**config.mk**
```make
export PLATFORM = sky130hd
export DESIGN_NAME = time_format_expander
export DESIGN_NICKNAME = d
export VERILOG_FILES = /design/src/rtl/tfe_pkg.sv /design/src/rtl/time_format_expander.sv /design/src/rtl/tfe_cfg.sv /design/src/rtl/tfe_front.sv /design/src/rtl/tfe_queue.sv /design/src/rtl/tfe_back.sv
export SDC_FILE = /design/constraint.sdc
export NUM_CORES = 1
export LEC_CHECK = 0
export BUFFER_PORTS_ARGS = -buffer_cell sky130_fd_sc_hd__buf_4
export CAP_MARGIN = 30
export CORE_MARGIN = 2
export CORE_UTILIZATION = 60
export CTS_CLUSTER_DIAMETER = 50
export DETAILED_ROUTE_END_ITERATION = 6
export GPL_TIMING_DRIVEN = 1
export MAX_ROUTING_LAYER = met4
export PLACE_DENSITY = 0.74
export SYNTH_ARGS = -nofsm -noshare
export SYNTH_HDL_FRONTEND = slang
export SYNTH_SLANG_ARGS = --single-unit
```
**constraint.sdc**
```tcl
create_clock -name clk -period 10.8 [get_ports clk]
set_input_delay 1.08 -clock clk [delete_from_list [all_inputs] [get_ports clk]]
set_output_delay 1.08 -clock clk [all_outputs]
set_load 0.05 [all_outputs]
```
**src/rtl/tfe_pkg.sv**
```systemverilog
// Package for the time format expander: payload structs, job descriptor,
// character and register-index constants, digit helpers.
// No dependencies.
package tfe_pkg;

  localparam int QUEUE_DEPTH_DEF = 4;
  // Cycles the digit pipeline needs after a register changes
  localparam logic [2:0] SETTLE_CYCLES = 3'd4;

  localparam logic [2:0] CFG_YEAR   = 3'd0;
  localparam logic [2:0] CFG_MONTH  = 3'd1;
  localparam logic [2:0] CFG_DAY    = 3'd2;
  localparam logic [2:0] CFG_HOUR   = 3'd3;
  localparam logic [2:0] CFG_MINUTE = 3'd4;
  localparam logic [2:0] CFG_SECOND = 3'd5;
  localparam logic [2:0] CFG_LIMIT  = 3'd6;

  localparam logic [7:0] CH_NUL     = 8'h00;
  localparam logic [7:0] CH_PERCENT = 8'h25;
  localparam logic [7:0] CH_ZERO    = 8'h30;
  localparam logic [7:0] CH_YEAR4   = 8'h59;
  localparam logic [7:0] CH_YEAR2   = 8'h79;
  localparam logic [7:0] CH_MONTH   = 8'h6D;
  localparam logic [7:0] CH_DAY     = 8'h64;
  localparam logic [7:0] CH_HOUR    = 8'h48;
  localparam logic [7:0] CH_MINUTE  = 8'h4D;
  localparam logic [7:0] CH_SECOND  = 8'h53;

  typedef struct packed {
    logic [7:0] format_char;
    logic       end_marker;
  } in_item_t;

  typedef struct packed {
    logic [7:0]  out_char;
    logic        last_of_run;
    logic        finished;
    logic        overflow;
    logic [15:0] total_length;
  } out_item_t;

  // Tens digit in [7:4], ones digit in [3:0]
  typedef logic [7:0] bcd2_t;

  typedef struct packed {
    bcd2_t       year_hi;
    bcd2_t       year_lo;
    bcd2_t       month;
    bcd2_t       day;
    bcd2_t       hour;
    bcd2_t       minute;
    bcd2_t       second;
    logic [15:0] limit;
    logic        busy;
  } cfg_view_t;

  // One run of output characters; chars[0] goes out first
  typedef struct packed {
    logic [3:0][7:0] chars;
    logic [2:0]      count;
    logic            fin;
    logic            ovf;
    logic [15:0]     len;
  } job_t;

  // Value below 100 to two BCD digits
  function automatic bcd2_t to_bcd2(input logic [6:0] v);
    logic [3:0] tens;
    logic [6:0] ones;
    tens = 4'd0;
    for (int i = 1; i < 10; i++) begin
      if (v >= 7'(10 * i)) tens = 4'(i);
    end
    ones = v - {3'b000, tens} * 7'd10;
    return {tens, ones[3:0]};
  endfunction

  function automatic logic [7:0] digit_char(input logic [3:0] d);
    return CH_ZERO + {4'b0000, d};
  endfunction

endpackage

```
**src/rtl/time_format_expander.sv**
```systemverilog
// Top level of the time format expander: configuration, front end, job
// queue and back end. Depends on tfe_pkg, tfe_cfg, tfe_front, tfe_queue, tfe_back.
//
// Format characters are pushed one per transaction and expanded into output
// characters, one result per cycle while pop keeps up. The front end takes a new
// item every cycle while the job queue has room and the digits are not settling;
// a plain character yields one output character, a two-digit directive or unknown
// directive two, %Y four, and the end item one or two (trailing percent). Sustained
// rate is therefore set by the back end's one-character-per-cycle output register,
// and a lone percent or a dropped item yields no output character. After reset
// and after every configuration write, full stays high while the decimal
// conversion pipeline settles.
module time_format_expander
  import tfe_pkg::*;
#(
  parameter int QUEUE_DEPTH = QUEUE_DEPTH_DEF
) (
  input  logic        clk,
  input  logic        rst,
  input  logic        push,
  output logic        full,
  input  in_item_t    item,
  output logic        empty,
  input  logic        pop,
  output out_item_t   result,
  input  logic        cfg_valid,
  output logic        cfg_ready,
  input  logic [2:0]  cfg_index,
  input  logic [15:0] cfg_data
);

  cfg_view_t view;
  job_t      job, head;
  logic      job_valid, q_full, q_empty, q_pop, accept;

  assign cfg_ready = 1'b1;
  assign full      = q_full || view.busy;
  assign accept    = push && !full;

  tfe_cfg u_cfg (
    .clk       (clk),
    .rst       (rst),
    .cfg_valid (cfg_valid && cfg_ready),
    .cfg_index (cfg_index),
    .cfg_data  (cfg_data),
    .view      (view)
  );

  tfe_front u_front (
    .clk       (clk),
    .rst       (rst),
    .accept    (accept),
    .item      (item),
    .view      (view),
    .job_valid (job_valid),
    .job       (job)
  );

  tfe_queue #(
    .DEPTH (QUEUE_DEPTH)
  ) u_queue (
    .clk     (clk),
    .rst     (rst),
    .wr_en   (job_valid),
    .wr_data (job),
    .full    (q_full),
    .rd_en   (q_pop),
    .head    (head),
    .empty   (q_empty)
  );

  tfe_back u_back (
    .clk     (clk),
    .rst     (rst),
    .head    (head),
    .q_empty (q_empty),
    .q_pop   (q_pop),
    .result  (result),
    .empty   (empty),
    .pop     (pop)
  );

  a_busy_blocks: assert property (@(posedge clk) disable iff (rst)
    cfg_valid |=> full)
    else $error("item window open while digits settle");
  a_fin_is_last: assert property (@(posedge clk) disable iff (rst)
    !empty && result.finished |-> result.last_of_run)
    else $error("final result not last of its run");
  a_ovf_no_len: assert property (@(posedge clk) disable iff (rst)
    !empty && result.overflow |-> result.finished && result.total_length == 16'd0)
    else $error("overflow result carries a length");

endmodule

```
**src/rtl/tfe_cfg.sv**
```systemverilog
// Configuration registers and the pipelined decimal conversion of the
// date/time values. Depends on tfe_pkg.
module tfe_cfg
  import tfe_pkg::*;
(
  input  logic        clk,
  input  logic        rst,
  input  logic        cfg_valid,
  input  logic [2:0]  cfg_index,
  input  logic [15:0] cfg_data,
  output cfg_view_t   view
);

  logic [12:0] year;
  logic [6:0]  month, day, hour, minute, second;
  logic [15:0] limit;
  logic [2:0]  busy;

  logic [13:0] year_mod1, year_mod2;
  logic [6:0]  month1, day1, hour1, minute1, second1;
  logic [6:0]  year_hi2, year_hi3, year_lo3;
  bcd2_t       year_hi4, year_lo4, month4, day4, hour4, minute4, second4;

  logic [13:0] year_sum;
  logic [26:0] year_prod;
  logic [13:0] year_rem;

  always_ff @(posedge clk) begin
    if (rst) begin
      year   <= '0;
      month  <= '0;
      day    <= '0;
      hour   <= '0;
      minute <= '0;
      second <= '0;
      limit  <= '0;
      busy   <= SETTLE_CYCLES;
    end else if (cfg_valid) begin
      busy <= SETTLE_CYCLES;
      case (cfg_index)
        CFG_YEAR:   year   <= cfg_data[12:0];
        CFG_MONTH:  month  <= cfg_data[6:0];
        CFG_DAY:    day    <= cfg_data[6:0];
        CFG_HOUR:   hour   <= cfg_data[6:0];
        CFG_MINUTE: minute <= cfg_data[6:0];
        CFG_SECOND: second <= cfg_data[6:0];
        CFG_LIMIT:  limit  <= cfg_data;
        default: ;
      endcase
    end else if (busy != 3'd0) begin
      busy <= busy - 3'd1;
    end
  end

  // x / 100 is exact as (x * 5243) >> 19 for x below 43699
  assign year_sum  = {1'b0, year} + 14'd1900;
  assign year_prod = 27'(year_mod1) * 27'd5243;
  assign year_rem  = year_mod2 - {7'b0, year_hi2} * 14'd100;

  // Free-running conversion; busy covers its latency after any write
  always_ff @(posedge clk) begin
    year_mod1 <= (year_sum >= 14'd10000) ? year_sum - 14'd10000 : year_sum;
    month1    <= (month  >= 7'd100) ? month  - 7'd100 : month;
    day1      <= (day    >= 7'd100) ? day    - 7'd100 : day;
    hour1     <= (hour   >= 7'd100) ? hour   - 7'd100 : hour;
    minute1   <= (minute >= 7'd100) ? minute - 7'd100 : minute;
    second1   <= (second >= 7'd100) ? second - 7'd100 : second;

    year_mod2 <= year_mod1;
    year_hi2  <= year_prod[25:19];

    year_hi3  <= year_hi2;
    year_lo3  <= year_rem[6:0];

    year_hi4  <= to_bcd2(year_hi3);
    year_lo4  <= to_bcd2(year_lo3);
    month4    <= to_bcd2(month1);
    day4      <= to_bcd2(day1);
    hour4     <= to_bcd2(hour1);
    minute4   <= to_bcd2(minute1);
    second4   <= to_bcd2(second1);
  end

  always_comb begin
    view.year_hi = year_hi4;
    view.year_lo = year_lo4;
    view.month   = month4;
    view.day     = day4;
    view.hour    = hour4;
    view.minute  = minute4;
    view.second  = second4;
    view.limit   = limit;
    view.busy    = (busy != 3'd0);
  end

endmodule

```
**src/rtl/tfe_front.sv**
```systemverilog
// Front end: parses format characters, tracks directive and room state,
// and turns each item into at most one job for the back end. Depends on tfe_pkg.
module tfe_front
  import tfe_pkg::*;
(
  input  logic      clk,
  input  logic      rst,
  input  logic      accept,
  input  in_item_t  item,
  input  cfg_view_t view,
  output logic      job_valid,
  output job_t      job
);

  logic        percent_pending, percent_pending_next;
  logic        verbatim_mode, verbatim_mode_next;
  logic        overflow_seen, overflow_seen_next;
  logic [15:0] written_count, written_count_next;

  logic [3:0][7:0] run_chars;
  logic [2:0]      run_n;
  logic [16:0]     run_end;
  logic            run_fits;
  logic [2:0]      end_need;
  logic [16:0]     end_total;
  logic            end_fits;

  function automatic logic [3:0][7:0] pair_chars(input bcd2_t v);
    logic [3:0][7:0] c;
    c    = '0;
    c[0] = digit_char(v[7:4]);
    c[1] = digit_char(v[3:0]);
    return c;
  endfunction

  // Characters an ordinary item wants to emit
  always_comb begin
    run_chars          = '0;
    run_n              = 3'd0;
    percent_pending_next = percent_pending;
    verbatim_mode_next = verbatim_mode;
    if (verbatim_mode) begin
      run_chars[0] = item.format_char;
      run_n        = 3'd1;
    end else if (!percent_pending) begin
      if (item.format_char == CH_PERCENT) begin
        percent_pending_next = 1'b1;
      end else begin
        run_chars[0] = item.format_char;
        run_n        = 3'd1;
      end
    end else begin
      percent_pending_next = 1'b0;
      run_n = 3'd2;
      case (item.format_char)
        CH_PERCENT: begin
          run_chars[0] = CH_PERCENT;
          run_n        = 3'd1;
        end
        CH_YEAR4: begin
          run_chars[0] = digit_char(view.year_hi[7:4]);
          run_chars[1] = digit_char(view.year_hi[3:0]);
          run_chars[2] = digit_char(view.year_lo[7:4]);
          run_chars[3] = digit_char(view.year_lo[3:0]);
          run_n        = 3'd4;
        end
        CH_YEAR2:  run_chars = pair_chars(view.year_lo);
        CH_MONTH:  run_chars = pair_chars(view.month);
        CH_DAY:    run_chars = pair_chars(view.day);
        CH_HOUR:   run_chars = pair_chars(view.hour);
        CH_MINUTE: run_chars = pair_chars(view.minute);
        CH_SECOND: run_chars = pair_chars(view.second);
        default: begin
          verbatim_mode_next = 1'b1;
          run_chars[0]       = CH_PERCENT;
          run_chars[1]       = item.format_char;
        end
      endcase
    end
  end

  assign run_end   = {1'b0, written_count} + {14'b0, run_n};
  assign run_fits  = !overflow_seen && (run_end <= {1'b0, view.limit});
  // A pending percent at the end must fit together with the NUL
  assign end_need  = percent_pending ? 3'd2 : 3'd1;
  assign end_total = {1'b0, written_count} + {14'b0, end_need};
  assign end_fits  = !overflow_seen && (end_total <= {1'b0, view.limit});

  always_comb begin
    job                = '0;
    job_valid          = 1'b0;
    overflow_seen_next = overflow_seen;
    written_count_next = written_count;
    if (item.end_marker) begin
      job_valid = accept;
      job.fin   = 1'b1;
      if (end_fits) begin
        job.chars[0] = percent_pending ? CH_PERCENT : CH_NUL;
        job.chars[1] = CH_NUL;
        job.count    = end_need;
        job.len      = end_total[15:0];
      end else begin
        job.chars[0] = CH_NUL;
        job.count    = 3'd1;
        job.ovf      = 1'b1;
      end
      overflow_seen_next = 1'b0;
      written_count_next = '0;
    end else if (run_n != 3'd0) begin
      if (run_fits) begin
        job_valid          = accept;
        job.chars          = run_chars;
        job.count          = run_n;
        written_count_next = run_end[15:0];
      end else begin
        overflow_seen_next = 1'b1;
      end
    end
  end

  always_ff @(posedge clk) begin
    if (rst) begin
      percent_pending <= 1'b0;
      verbatim_mode   <= 1'b0;
      overflow_seen   <= 1'b0;
      written_count   <= '0;
    end else if (accept) begin
      overflow_seen <= overflow_seen_next;
      written_count <= written_count_next;
      if (item.end_marker) begin
        percent_pending <= 1'b0;
        verbatim_mode   <= 1'b0;
      end else begin
        percent_pending <= percent_pending_next;
        verbatim_mode   <= verbatim_mode_next;
      end
    end
  end

endmodule

```
**src/rtl/tfe_queue.sv**
```systemverilog
// Job queue between front and back end, a small circular buffer of job
// descriptors. Depends on tfe_pkg.
module tfe_queue
  import tfe_pkg::*;
#(
  parameter int DEPTH = QUEUE_DEPTH_DEF
) (
  input  logic clk,
  input  logic rst,
  input  logic wr_en,
  input  job_t wr_data,
  output logic full,
  input  logic rd_en,
  output job_t head,
  output logic empty
);

  localparam int AW = $clog2(DEPTH);
  localparam int CW = $clog2(DEPTH + 1);

  job_t          slots [DEPTH];
  logic [AW-1:0] wr_ptr, rd_ptr;
  logic [CW-1:0] count;

  assign full  = (count == CW'(DEPTH));
  assign empty = (count == '0);
  assign head  = slots[rd_ptr];

  always_ff @(posedge clk) begin
    if (wr_en) slots[wr_ptr] <= wr_data;
  end

  always_ff @(posedge clk) begin
    if (rst) begin
      wr_ptr <= '0;
      rd_ptr <= '0;
      count  <= '0;
    end else begin
      if (wr_en) wr_ptr <= (wr_ptr == AW'(DEPTH - 1)) ? '0 : wr_ptr + 1'b1;
      if (rd_en) rd_ptr <= (rd_ptr == AW'(DEPTH - 1)) ? '0 : rd_ptr + 1'b1;
      if (wr_en && !rd_en)      count <= count + 1'b1;
      else if (rd_en && !wr_en) count <= count - 1'b1;
    end
  end

  a_no_write_full: assert property (@(posedge clk) disable iff (rst) wr_en |-> !full)
    else $error("queue written while full");
  a_no_read_empty: assert property (@(posedge clk) disable iff (rst) rd_en |-> !empty)
    else $error("queue read while empty");
  a_count_bound: assert property (@(posedge clk) disable iff (rst)
    count <= CW'(DEPTH))
    else $error("queue occupancy out of range");
  a_count_step: assert property (@(posedge clk) disable iff (rst)
    wr_en && !rd_en |=> count == $past(count) + 1'b1)
    else $error("queue occupancy out of step");

endmodule

```
**src/rtl/tfe_back.sv**
```systemverilog
// Back end: walks the head job into the result register one character per
// cycle while the result register is empty or popped. Depends on tfe_pkg.
module tfe_back
  import tfe_pkg::*;
(
  input  logic      clk,
  input  logic      rst,
  input  job_t      head,
  input  logic      q_empty,
  output logic      q_pop,
  output out_item_t result,
  output logic      empty,
  input  logic      pop
);

  logic       out_valid;
  logic [1:0] idx;
  logic       load, take, last;

  assign load  = !out_valid || pop;
  assign take  = load && !q_empty;
  assign last  = (idx == 2'(head.count - 3'd1));
  assign q_pop = take && last;
  assign empty = !out_valid;

  always_ff @(posedge clk) begin
    if (rst) begin
      out_valid <= 1'b0;
      idx       <= '0;
    end else if (load) begin
      out_valid <= !q_empty;
      if (take) idx <= last ? 2'd0 : idx + 2'd1;
    end
  end

  always_ff @(posedge clk) begin
    if (take) begin
      result.out_char     <= head.chars[idx];
      result.last_of_run  <= last;
      result.finished     <= last && head.fin;
      result.overflow     <= last && head.ovf;
      result.total_length <= last ? head.len : 16'd0;
    end
  end

endmodule
```
* Yosys cells after proc, flatten, opt, wreduce, memory -nomap -nowiden *
Memory sizes are Yosys's and may differ from the RTL's. A register that Yosys moved wholly into a read port is not among the register bits.
Cells that the tools add are included.

operators by class
  $add $sub $neg = 38
  $mul = 9
  $lt $le $gt $ge = 72
  equal/unequal tests = 20
  mux-type cells = 119
  reduce and logical (&&, ||, !) cells = 37

operator list
  operator                                                                              count
  7-bit greater-or-equal comparator (second input constant)                             26
  7-bit by 6-bit greater-or-equal comparator with 1-bit output (second input constant)  21
  6-bit by 4-bit adder with 7-bit output (first input constant)                         14
  7-bit by 5-bit greater-or-equal comparator with 1-bit output (second input constant)  14
  16-bit 2-to-1 mux                                                                     6
  3-bit 2-to-1 mux                                                                      32
  35-bit 2-to-1 mux                                                                     2
  8-bit one-hot mux with 8 select lines                                                 1
  8-bit by 7-bit == test with 1-bit output (second input constant)                      7
  4-bit 2-to-1 mux                                                                      14
  8-bit one-hot mux with 7 select lines                                                 1
  7-bit by 4-bit greater-or-equal comparator with 1-bit output (second input constant)  7
  24-bit 2-to-1 mux                                                                     2
  2-bit 2-to-1 mux                                                                      20
  7-bit 2-to-1 mux                                                                      5
  7-bit subtractor (second input constant)                                              5
  16-bit by 3-bit adder with 17-bit output                                              2
  17-bit by 16-bit <= comparator with 1-bit output                                      2
  8-bit 2-to-1 mux                                                                      4
  4-bit by 3-bit multiplier with 3-bit output (second input constant)                   7
  4-bit subtractor                                                                      7
  14-bit by 13-bit multiplier with 26-bit output (second input constant)                1
  1-bit 2-to-1 mux                                                                      25
  19-bit 2-to-1 mux                                                                     1
  other kinds (33)                                                                      69

storage, ports and cells
  flip-flop bits (word level) = 256
  memory bits (writable) = 212
  input port bits = 33
  output and inout bits = 30
  logic and storage cells = 335
  memories = 1

memory list
  memory         words  bits a word  rd ports  clocked after Yosys merged registers in  wr ports  RTL line         source
  u_queue.slots  4      53           1         1                                        1         tfe_queue.sv:21  job_t slots [DEPTH];

* Longest topological paths before layout *
  depth after elaboration = 14
  depth in mapped cells = 26
  depth with buffers taken out = 24

* Cells and area by module *
From an unflattened synthesis, not the netlist that was laid out.

unflattened totals
  cell total of the unflattened synthesis = 2,014
  area, all modules = 24,018.0 µm²

modules (own cells, without submodules)
  module                instances  cells each  area an instance (µm²)  sequential area each (µm²)
  tfe_cfg               1          1,150       11,143.2                4,003.8
  tfe_queue             1          321         8,151.6                 6,546.3
  tfe_front             1          459         3,377.0                 380.4
  tfe_back              1          80          1,321.3                 870.8
  time_format_expander  1          4           25.0                    0.0

* Least setup slack after synthesis *
OpenSTA, ideal clock, no wires.

  path type = input-to-reg
  start point = input item[4] in the netlist's numbering
  end point = memory u_queue.slots[3][0] in the netlist's numbering (enable)
  setup time = 407 ps
  data arrival time = 6,319 ps
  data required time = 10,393 ps
  slack = 4,074 ps
  stages = 20
  buffers on the path = 2
  path through = clkbuf_1 nand4_1 nor4_1 nor3_1 ha_1 a21o_1 a21oi_1 or2_2 clkbuf_1 nor2_1 xor2_1 ha_1 nand4_1 or2_1 o31ai_1 o311a_1 nand2_1 o21a_2 inv_2 and2_1

on the way
  cells in the longest elaborated chain, start to end = 12
  elaborated cells on any way between the ends = 15
  classes of those cells = add/sub: 1; order compare: 1; eq/ne: 2; mux: 9; reduce/logical: 2

RTL lines
  item                                                                                                         RTL line                          source
  start, declared                                                                                              time_format_expander.sv:22        input in_item_t item,
  8-bit by 7-bit == test with 1-bit output / 8-bit by 6-bit == test with 1-bit output (equally long branches)  tfe_front.sv:55, tfe_front.sv:46
  3-bit one-hot mux with 2 select lines / 1-bit 2-to-1 mux (equally long branches)                             tfe_front.sv:55, tfe_front.sv:46
  3-bit 2-to-1 mux *                                                                                           tfe_front.sv:45                   end else if (!percent_pending) begin
  3-bit 2-to-1 mux *                                                                                           tfe_front.sv:42                   if (verbatim_mode) begin
  16-bit by 3-bit adder with 17-bit output                                                                     tfe_front.sv:82                   assign run_end = {1'b0, written_count} + {14'b0, run_n};
  17-bit by 16-bit <= comparator with 1-bit output                                                             tfe_front.sv:83                   assign run_fits = !overflow_seen && (run_end <= {1'b0, view.limit});
  1-bit logical AND                                                                                            tfe_front.sv:83
  1-bit 2-to-1 mux                                                                                             tfe_front.sv:110                  if (run_fits) begin
  1-bit 2-to-1 mux *                                                                                           tfe_front.sv:109                  end else if (run_n != 3'd0) begin
  1-bit 2-to-1 mux *                                                                                           tfe_front.sv:94                   if (item.end_marker) begin
  net job_valid                                                                                                time_format_expander.sv:34        logic job_valid, q_full, q_empty, q_pop, accept;
  1-bit 2-to-1 mux *                                                                                           tfe_queue.sv:30                   if (wr_en) slots[wr_ptr] <= wr_data;
  1-bit 2-to-1 mux (not written as such) *                                                                     tfe_queue.sv:30
  end, declared                                                                                                tfe_queue.sv:21

Mark *: on every way through the listed nets, which the timed path passes. The rest lies on a longest branch.

* Worst setup path in the final report *
  start point = input item[5] in the netlist's numbering
  end point = register u_queue.count[2]

on the way
  cells in the longest elaborated chain, start to end = 13
  elaborated cells on any way between the ends = 18
  classes of those cells = add/sub: 1; order compare: 1; eq/ne: 2; mux: 8; reduce/logical: 6

RTL lines
  item                                                                                                         RTL line                          source
  8-bit by 7-bit == test with 1-bit output / 8-bit by 6-bit == test with 1-bit output (equally long branches)  tfe_front.sv:55, tfe_front.sv:46
  3-bit one-hot mux with 2 select lines / 1-bit 2-to-1 mux (equally long branches)                             tfe_front.sv:55, tfe_front.sv:46
  3-bit 2-to-1 mux *                                                                                           tfe_front.sv:45
  3-bit 2-to-1 mux *                                                                                           tfe_front.sv:42
  16-bit by 3-bit adder with 17-bit output                                                                     tfe_front.sv:82
  17-bit by 16-bit <= comparator with 1-bit output                                                             tfe_front.sv:83
  1-bit logical AND                                                                                            tfe_front.sv:83
  1-bit 2-to-1 mux                                                                                             tfe_front.sv:110
  1-bit 2-to-1 mux *                                                                                           tfe_front.sv:109
  1-bit 2-to-1 mux *                                                                                           tfe_front.sv:94
  net job_valid                                                                                                time_format_expander.sv:34
  1-bit logical NOT                                                                                            tfe_queue.sv:42                   else if (rd_en && !wr_en) count <= count - 1'b1;
  1-bit logical AND                                                                                            tfe_queue.sv:42
  2-bit nonzero test (no source line)                                                                          n/a
  end signal, assigned                                                                                         tfe_queue.sv:41                   if (wr_en && !rd_en) count <= count + 1'b1;
  end signal, assigned                                                                                         tfe_queue.sv:42
  end, declared                                                                                                tfe_queue.sv:23                   logic [CW-1:0] count;

Marked as above.
A chain may end at the register's enable or synchronous reset.

==> run_results.csv <==
group,metric,value,unit
timing,maxSlewHeadroom,36.4,%
drt,drt_iter0_drc,925,
clock_tree,ctsLongestPathBuffers,3,
placed_design,portBuffers,61,
global_route,overflow,0,
global_route,gr-usage-all-layers,25.5,%
setup_path,path_buf_inv,4,
power_and_ir_drop,leakage,10.4,nW
final_layout,fillers,2728,
floorplan,dieHeight,197,um
final_layout,area_growth,10.6,%
clock_tree,clk_pin_slew,0.06,ns
clock_tree,cts_setup_buffers,0,
timing,clock_skew,0.0253,ns
setup_path,worstSetupPathType,"in2reg",
synth,synth_cell_types,77,
timing,fin_tns_setup,0,ns
synth,yosysSeqAreaShare,48.4,%
synth,syn_avg_cell_area,11.4,um2
worst_hold_path,hold_class,"reg2reg",
drt,drc,0,
synth,synth_area,0.0224,mm2
run,cap_violations,0,
power_and_ir_drop,ir_worst_vdd,172,uV
timing,fmax,0.153,GHz
placed_design,post-place-ws,3.75,ns
timing,fin_crit,6.55,ns
synth,synth_nets,2239,
placed_design,place_congestion,0.873,
timing,setup_viol,0,
clock_tree,htree_levels,2,
timing,rsz0062_at_grt,"false",
setup_path,path_max_fanout,6,
clock_tree,cts.repair.resized,0,
synth,ys_warn_count,0,
run_status,outcome,"finished clean",
drt,wl_per_cell,18.3,um
synth,ys.flop_type,"dfxtp_1",
final_layout,layout.nets,2288,
placed_design,dpl.hpwl,33700,um
floorplan,num_rows,70,
global_route,grt_max_degree,81,
drt,vias_per_cell,5.71,
clock_tree,cts_tree,"yes",
timing,worst_pin_slew,0.954,ns
floorplan,die-area,0.0389,mm2
setup_path,worstSetupEndpointType,"register",
clock_tree,hold_buffers,0,
synth,ys_ff_latch,438,
drt,totalWireLength,46200,um
setup_path,cp.required,11.29,ns
setup_path,path_delay_family,"simple AND/OR/NAND/NOR gates",
setup_path,cpPeakStageDelay,0.47,ns
global_route,antenna_found_initial,0,
synth,postSynth.asyncResetShare,0,%
timing,maxSlewViolCount,0,
global_route,grt_pass1_vias,14500,
setup_path,critPathSlowestCell,"a21oi_1",
floorplan,coreArea,0.0367,mm2
global_route,grt_pass1_wl,75500,um
final_layout,drive_above_1_share,11.0,%
timing,finalWorstSetupSlack,4.25,ns
drt,vias,14400,
floorplan,start_util,61.0,%
drt,drtPass1Iterations,5,
synth,synth-edff-count,207,
clock_tree,clock_sinks,438,
clock_tree,clock_latency,0.58,ns
clock_tree,clockRootBuffer,"clkbuf_16",
clock_tree,numCtsBuffers,47,
power_and_ir_drop,powerDensity,203,mW/mm2
drt,antenna_left,0,
synth,synthCells,1968,
floorplan,ios,63,
setup_path,start_kind,"input port",
timing,hold_viol_final,0,
floorplan,fp.dieW,197,um
final_layout,antennaDiodeCount,0,
setup_path,arrival,7.04,ns
timing,post-route-period-util,60.6,%
-- area by class of cell --
type	instances	area, um2	share of cell area [%]
inverters	212	796	3.21
repair buffers	76	571	2.30
clock inverters	21	193	0.778
multi-input cells	1242	10500	42.3
flip-flops and latches	438	10800	43.8
clock buffers	64	1300	5.25
well taps	468	586	2.36
-- worst paths after layout --
| path | start | end | slack [ns] | cells after the start |
|---|---|---|---|---|
| worst max-delay path | item[5] | u_queue.count[2] | 4.25 | 26 |
| worst min-delay path | u_cfg.year_hi3[0] | u_cfg.year_hi4[0] | 0.33 | 0 |
| worst max register to register | u_front.percent_pending | u_queue.count[2] | 4.82 | 22 |
| worst min register to register | u_cfg.year_hi3[0] | u_cfg.year_hi4[0] | 0.33 | 0 |
-- cells in the final DEF, fill, tap and decap left out, types with 19 or more instances in the layout --
master / instances
dfxtp_1: 229
inv_1: 211
edfxtp_1: 207
ha_1: 165
nand2_1: 146
nor2_1: 134
a21oi_1: 90
buf_4: 76
fa_1: 73
xnor2_1: 64
mux4_2: 49
mux2i_1: 48
clkbuf_16: 47
nor2b_1: 36
o21ai_0: 36
nand2b_1: 35
nor3_1: 32
xor2_1: 32
and3_1: 30
nand3_1: 29
a22oi_1: 19
-- worst reg2reg max path: stages (launching register included) --
cell,delay [ns]
dfxtp_1,0.56
nand2b_1,0.37
nor3_1,0.44
ha_1,0.31
a21o_1,0.16
a21oi_1,0.37
or2_2,0.29
nor2_1,0.09
xor2_1,0.16
ha_1,0.32
nand4_1,0.14
or2_1,0.28
o31ai_1,0.37
o311a_1,0.30
nand2_1,0.15
o21a_2,0.26
inv_2,0.09
ha_1,0.18
inv_1,0.06
fa_1,0.37
xor2_1,0.16
or3_1,0.30
a21oi_1,0.17
-- report_power, final --
part | internal [mW] | leakage (nW) | switching [mW]
logic | 0.584 | 5.75 | 0.856
clock network | 0.897 | 0.738 | 0.646
registers | 1.92 | 3.91 | 0.113
total | 3.40 | 10.4 | 1.62
-- Yosys cell counts (17+ instances only) --
| library cell | n | share of area, % |
|---|---|---|
| xnor2_1 | 64 | 2.5 |
| nand3_1 | 29 | 0.65 |
| a22oi_1 | 19 | 0.64 |
| inv_1 | 211 | 3.5 |
| dfxtp_1 | 231 | 21 |
| and2_1 | 20 | 0.56 |
| nor3_1 | 32 | 0.72 |
| a21oi_1 | 91 | 2.0 |
| edfxtp_1 | 207 | 28 |
| nor2b_1 | 36 | 1.0 |
| nand2_1 | 146 | 2.4 |
| o21ai_0 | 36 | 0.80 |
| clkbuf_1 | 61 | 1.0 |
| nor2_1 | 134 | 2.2 |
| ha_1 | 165 | 9.2 |
| mux4_2 | 49 | 4.9 |
| nand2b_1 | 35 | 0.98 |
| a21o_1 | 17 | 0.57 |
| and3_1 | 30 | 0.84 |
| xor2_1 | 32 | 1.3 |
| fa_1 | 73 | 6.5 |
| mux2i_1 | 49 | 2.2 |
-- metal layers --
layer	GRT usage, %	routed length (um)
met5	-	0
met4	7.41	1120
met3	4.05	2310
met2	42.2	22600
met1	32.6	20200
-- registers in the layout, summed over array words and instances (netlist names), 8 cells and up, named ones only --
| signal | count |
|---|---|
| u_cfg.minute4 | 8 |
| u_queue.slots | 180 |
| u_cfg.second4 | 8 |
| u_cfg.year | 13 |
| u_back.result | 27 |
| u_cfg.year_mod1 | 14 |
| u_cfg.hour4 | 8 |
| u_cfg.day4 | 8 |
| u_cfg.month4 | 8 |
| u_cfg.year_lo4 | 8 |
| u_cfg.limit | 16 |
| u_cfg.year_hi4 | 8 |
| u_front.written_count | 16 |
-- cells by family after synthesis --
kind of cell | synth area share [%]
compound gates | 8.63
xor+xnor | 3.75
fa+ha+maj | 15.7
buf+inv | 4.92
flops | 48.4
mux | 7.27
other cells | 0.0167
simple gates | 11.3
-- through the flow --
step	instances	cell area (um2)	hold slack (ns)	util, %	power, mW
2_1_floorplan	1968	22400	0.310	-	3.13
3_3_place_gp	2435	23300	0.313	63.4	3.49
3_5_place_dp	2436	23300	0.316	63.4	3.52
4_1_cts	2521	24800	0.320	67.5	5.07
5_1_grt	2521	24800	0.333	67.5	5.32
6_report	2521	24800	0.327	67.5	5.02
Power figures use the tool's default switching activity.
